===== config.mk =====
export PLATFORM = sky130hd
export DESIGN_NAME = emts_ram
export DESIGN_NICKNAME = d
export VERILOG_FILES = /design/src/edge_midpoint_triangle_subdivider_assert.svh /design/src/emts_ram.sv
export SDC_FILE = /design/constraint.sdc
export NUM_CORES = 1
export LEC_CHECK = 0
export BUFFER_PORTS_ARGS = -buffer_cell sky130_fd_sc_hd__buf_2
export CORE_UTILIZATION = 40
export CTS_CLUSTER_DIAMETER = 60
export DETAILED_ROUTE_END_ITERATION = 8
export PLACE_DENSITY = 0.63
export SYNTH_ARGS = -nofsm -noshare
export SYNTH_HDL_FRONTEND = slang
export SYNTH_SLANG_ARGS = --single-unit

===== constraint.sdc =====
create_clock -name i_clk -period 3.7 [get_ports i_clk]
set_clock_uncertainty 0.2 [all_clocks]
set_input_delay 0.37 -clock i_clk [delete_from_list [all_inputs] [get_ports i_clk]]
set_output_delay 0.37 -clock i_clk [all_outputs]
set_load 0.05 [all_outputs]

===== src/edge_midpoint_triangle_subdivider_assert.svh =====
// Assertion macros shared by the subdivider RTL.
// Included by modules that check their own sequencing; no other dependencies.
`ifndef EDGE_MIDPOINT_TRIANGLE_SUBDIVIDER_ASSERT_SVH
`define EDGE_MIDPOINT_TRIANGLE_SUBDIVIDER_ASSERT_SVH
`ifndef SYNTHESIS
`define EMTS_ASSERT_IMP(lbl, clk, rst_n, ante, cons) \
    lbl: assert property (@(posedge clk) disable iff (!rst_n) (ante) |-> (cons)) \
        else $error("implication check failed");
`define EMTS_ASSERT_NXT(lbl, clk, rst_n, ante, cons) \
    lbl: assert property (@(posedge clk) disable iff (!rst_n) (ante) |=> (cons)) \
        else $error("next-cycle check failed");
`else
`define EMTS_ASSERT_IMP(lbl, clk, rst_n, ante, cons)
`define EMTS_ASSERT_NXT(lbl, clk, rst_n, ante, cons)
`endif
`endif


===== src/emts_ram.sv =====
// Generic simple dual-port RAM: one write port, one read port, registered read.
// No dependencies.
`timescale 1ns / 1ps

module emts_ram #(
    parameter int WIDTH = 16,
    parameter int DEPTH = 16
) (
    input  logic                     i_clk,
    input  logic                     i_we,
    input  logic [$clog2(DEPTH)-1:0] i_waddr,
    input  logic [WIDTH-1:0]         i_wdata,
    input  logic [$clog2(DEPTH)-1:0] i_raddr,
    output logic [WIDTH-1:0]         o_rdata
);

    logic [WIDTH-1:0] r_mem [DEPTH];

    always_ff @(posedge i_clk) begin
        if (i_we) begin
            r_mem[i_waddr] <= i_wdata;
        end
        o_rdata <= r_mem[i_raddr];
    end

endmodule


==> flow_summary.ini <==
[run_status]
status = completed

[synth]
synth_top_family_by_area = multiplexers
synth_compound_area_share_pct = 2.39
ys_top_cells_by_count = edfxtp_1, mux4_2, a22oi_1, nand2_1, dfxtp_1
synthSimpleGateAreaFrac_pct = 1.92
netlist_top_cells_area = edfxtp_1, mux4_2, dfxtp_1, mux4_1, a22oi_1
synth_cell_types = 19
netlist.area_leader.share_pct = 76.5
yosys_warnings = 0
synth-async-reset-ratio_pct = 0
synth_edf_count = 256
ys_seq_area_share_pct = 79.7
synth_flop_cell = edfxtp_1
synth_area_sq_um = 10000
syn_inst = 432
avgSynthCellArea_sq_um = 23.2
synth_most_common_cell = edfxtp_1
yosys.area.top_type = edfxtp_1
synth_fa_ha_area_share_pct = 0
syn-num-nets = 458
synth_xor_area_share_pct = 0
ys_seq_elements = 272
synthMuxAreaShare_pct = 14.7

[power]
leakagePower_nw = 3.79
peakVddDrop_uv = 291
powerDensity_nw_per_um2 = 555

[drt]
postRouteAntennaNets = 0
routed_wl_um = 20600
drc_errors = 0
vias = 4624
vias_per_cell = 5.44
firstDrtPassIters = 5
drt_iter0_drc = 443
routedWlPerCell_um = 24.2

[placement]
dpl.hpwl_um = 11000
gp_congestion = 0.699
port_buffers = 41
dp_cells = 800

[sta]
whs_ns = 0.0160
finalSetupViolCount = 0
fmax_ghz = 0.513
tightest_slew_ns = 1.03
rsz0062_at_grt = false
finalMaxSlewViolations = 0
finalCritPeriodShare_pct = 52.7
relSlewSlack_pct = 31.4
finalHoldViolations = 0
finalSetupTns_ns = 0
min_period_ns = 1.95

[critical_path]
required_ns = 3.92
cp_max_fo = 33
criticalPathCategory = input port to flip-flop
cp_common_cell = buf_4
cp.arrival_ns = 2.17
critPathSlowestCell = mux4_1
path_cells = buf_4, buf_4, mux4_1, a22oi_1, nand2_1
cp-end-kind = flip-flop
crit_path_start_kind = input port
critical_path.max_stage_delay_ns = 0.60

[die]
die_y_um = 160
die_w_um = 160
rows = 57
initial_utilization_pct = 41.1
die_area_sq_um = 25700
io_pins = 42
core_sq_um = 24500

[layout]
final-seq-area_sq_um = 8010
fin_nets = 531
fin_cells = 850
layout-drive-gt1-share_pct = 33.1
area.growth.synth_to_final_pct = 15.8
multi_input_area_sq_um = 1960
n_fill_cell = 1975

[grt]
grt_pass1_vias = 4955
grt-ovfl-total = 0
grt_pass1_wl_um = 30700
antenna_found_initial = 1
track_usage_pct = 16.3
grt_start_max_net_pins = 34

[clock_tree]
cts_made_buffers = 27
cts_setup_buffers = 0
cts_tree = built
ctsHoldBuffers = 0
htreeDepth = 1
cts_sinks = 272
clk_pin_slew_ns = 0.06
clock_path_buffers = 3
ctsResizeCount = 0
clk-insertion-delay-late_ns = 0.53
root_buffer = clkbuf_16

[worst_hold_path]
hold_path_class = input port to flip-flop

[flow_run]
maxCapViolations = 0
==> state kept, by name, indices dropped and copies added, names as in the netlist <==
name and flops:
o_rdata 16, r_mem 256
==> cell usage in the layout, fill, tap and decap left out, types with 2 or more instances in the layout <==
cell	synthesis	final
mux4_2	54	54
clkinv_1	0	7
nor3_2	0	4
nand2b_1	2	2
buf_2	3	40
dfxtp_1	16	16
buf_4	3	24
clkbuf_16	0	27
a22oi_1	32	32
clkinv_2	0	7
nor2_2	0	12
clkbuf_1	8	4
nand3b_1	2	2
edfxtp_1	256	256
bufinv_16	0	3
nand2_1	17	17
mux4_1	10	10
nor2b_1	2	2
==> path summary, 6_finish.rpt <==
check / startpoint / to / slack [ns] / cells after the start
max: i_raddr[0] / o_rdata[0] / 1.75 / 5
min: i_wdata[15] / r_mem[8][15] / 0.02 / 1
max reg2reg: r_mem[9][9] / o_rdata[9] / 2.14 / 3
min reg2reg: r_mem[14][15] / o_rdata[15] / 0.47 / 3
==> per-layer routing <==
metal  GRT usage, %  vias to the layer above  part of all wire (%)  routed length, um
li1               -                     1989                     -                  -
met1           21.2                     2444                    41               8340
met2           28.0                      155                    51              10400
met3           2.82                       36                   6.6               1360
met4           5.32                        0                   2.2                452
met5              0                        -                     0                  0
==> metrics by stage <==
step	util [%]	setup slack (ns)	power [mW]	cell area (sq um)
floorplan	-	1.07	3.76	10000
global placement	44.0	1.14	3.89	10800
detailed placement	44.0	1.13	3.91	10800
CTS	47.5	1.70	6.51	11600
global route	47.5	1.56	6.65	11600
finish	47.5	1.75	6.46	11600
==> area by class of cell <==
class | instances | share of cell area [%]
Sequential cell | 272 | 68.9
Clock buffer | 31 | 5.94
Tap cell | 324 | 3.49
Multi-Input combinational cell | 139 | 16.9
Antenna cell | 1 | 0.0215
Clock inverter | 18 | 1.38
Timing Repair Buffer | 65 | 3.44
==> where the power goes <==
part / internal (mW) / switching (mW)
combinational: 0.128 / 0.243
clock: 1.54 / 1.09
sequential: 3.44 / 0.0183
total: 5.11 / 1.35
==> cells by family (layout without fill, tap and decap cells) <==
family	after synthesis	after routing
other	0	1
multiplexers	64	64
AO/OA/AOI/OAI	32	32
AND/OR/NAND/NOR	43	43
flip-flops	272	272
buffers and inverters	21	114
==> worst max-delay path, delay by kind of cell <==
kind,cells,cell delay (ns)
buffers and inverters,2,0.93
multiplexers,1,0.60
AO/OA/AOI/OAI,1,0.19
AND/OR/NAND/NOR,1,0.07
No activity file was read; power rests on OpenSTA's default activity.
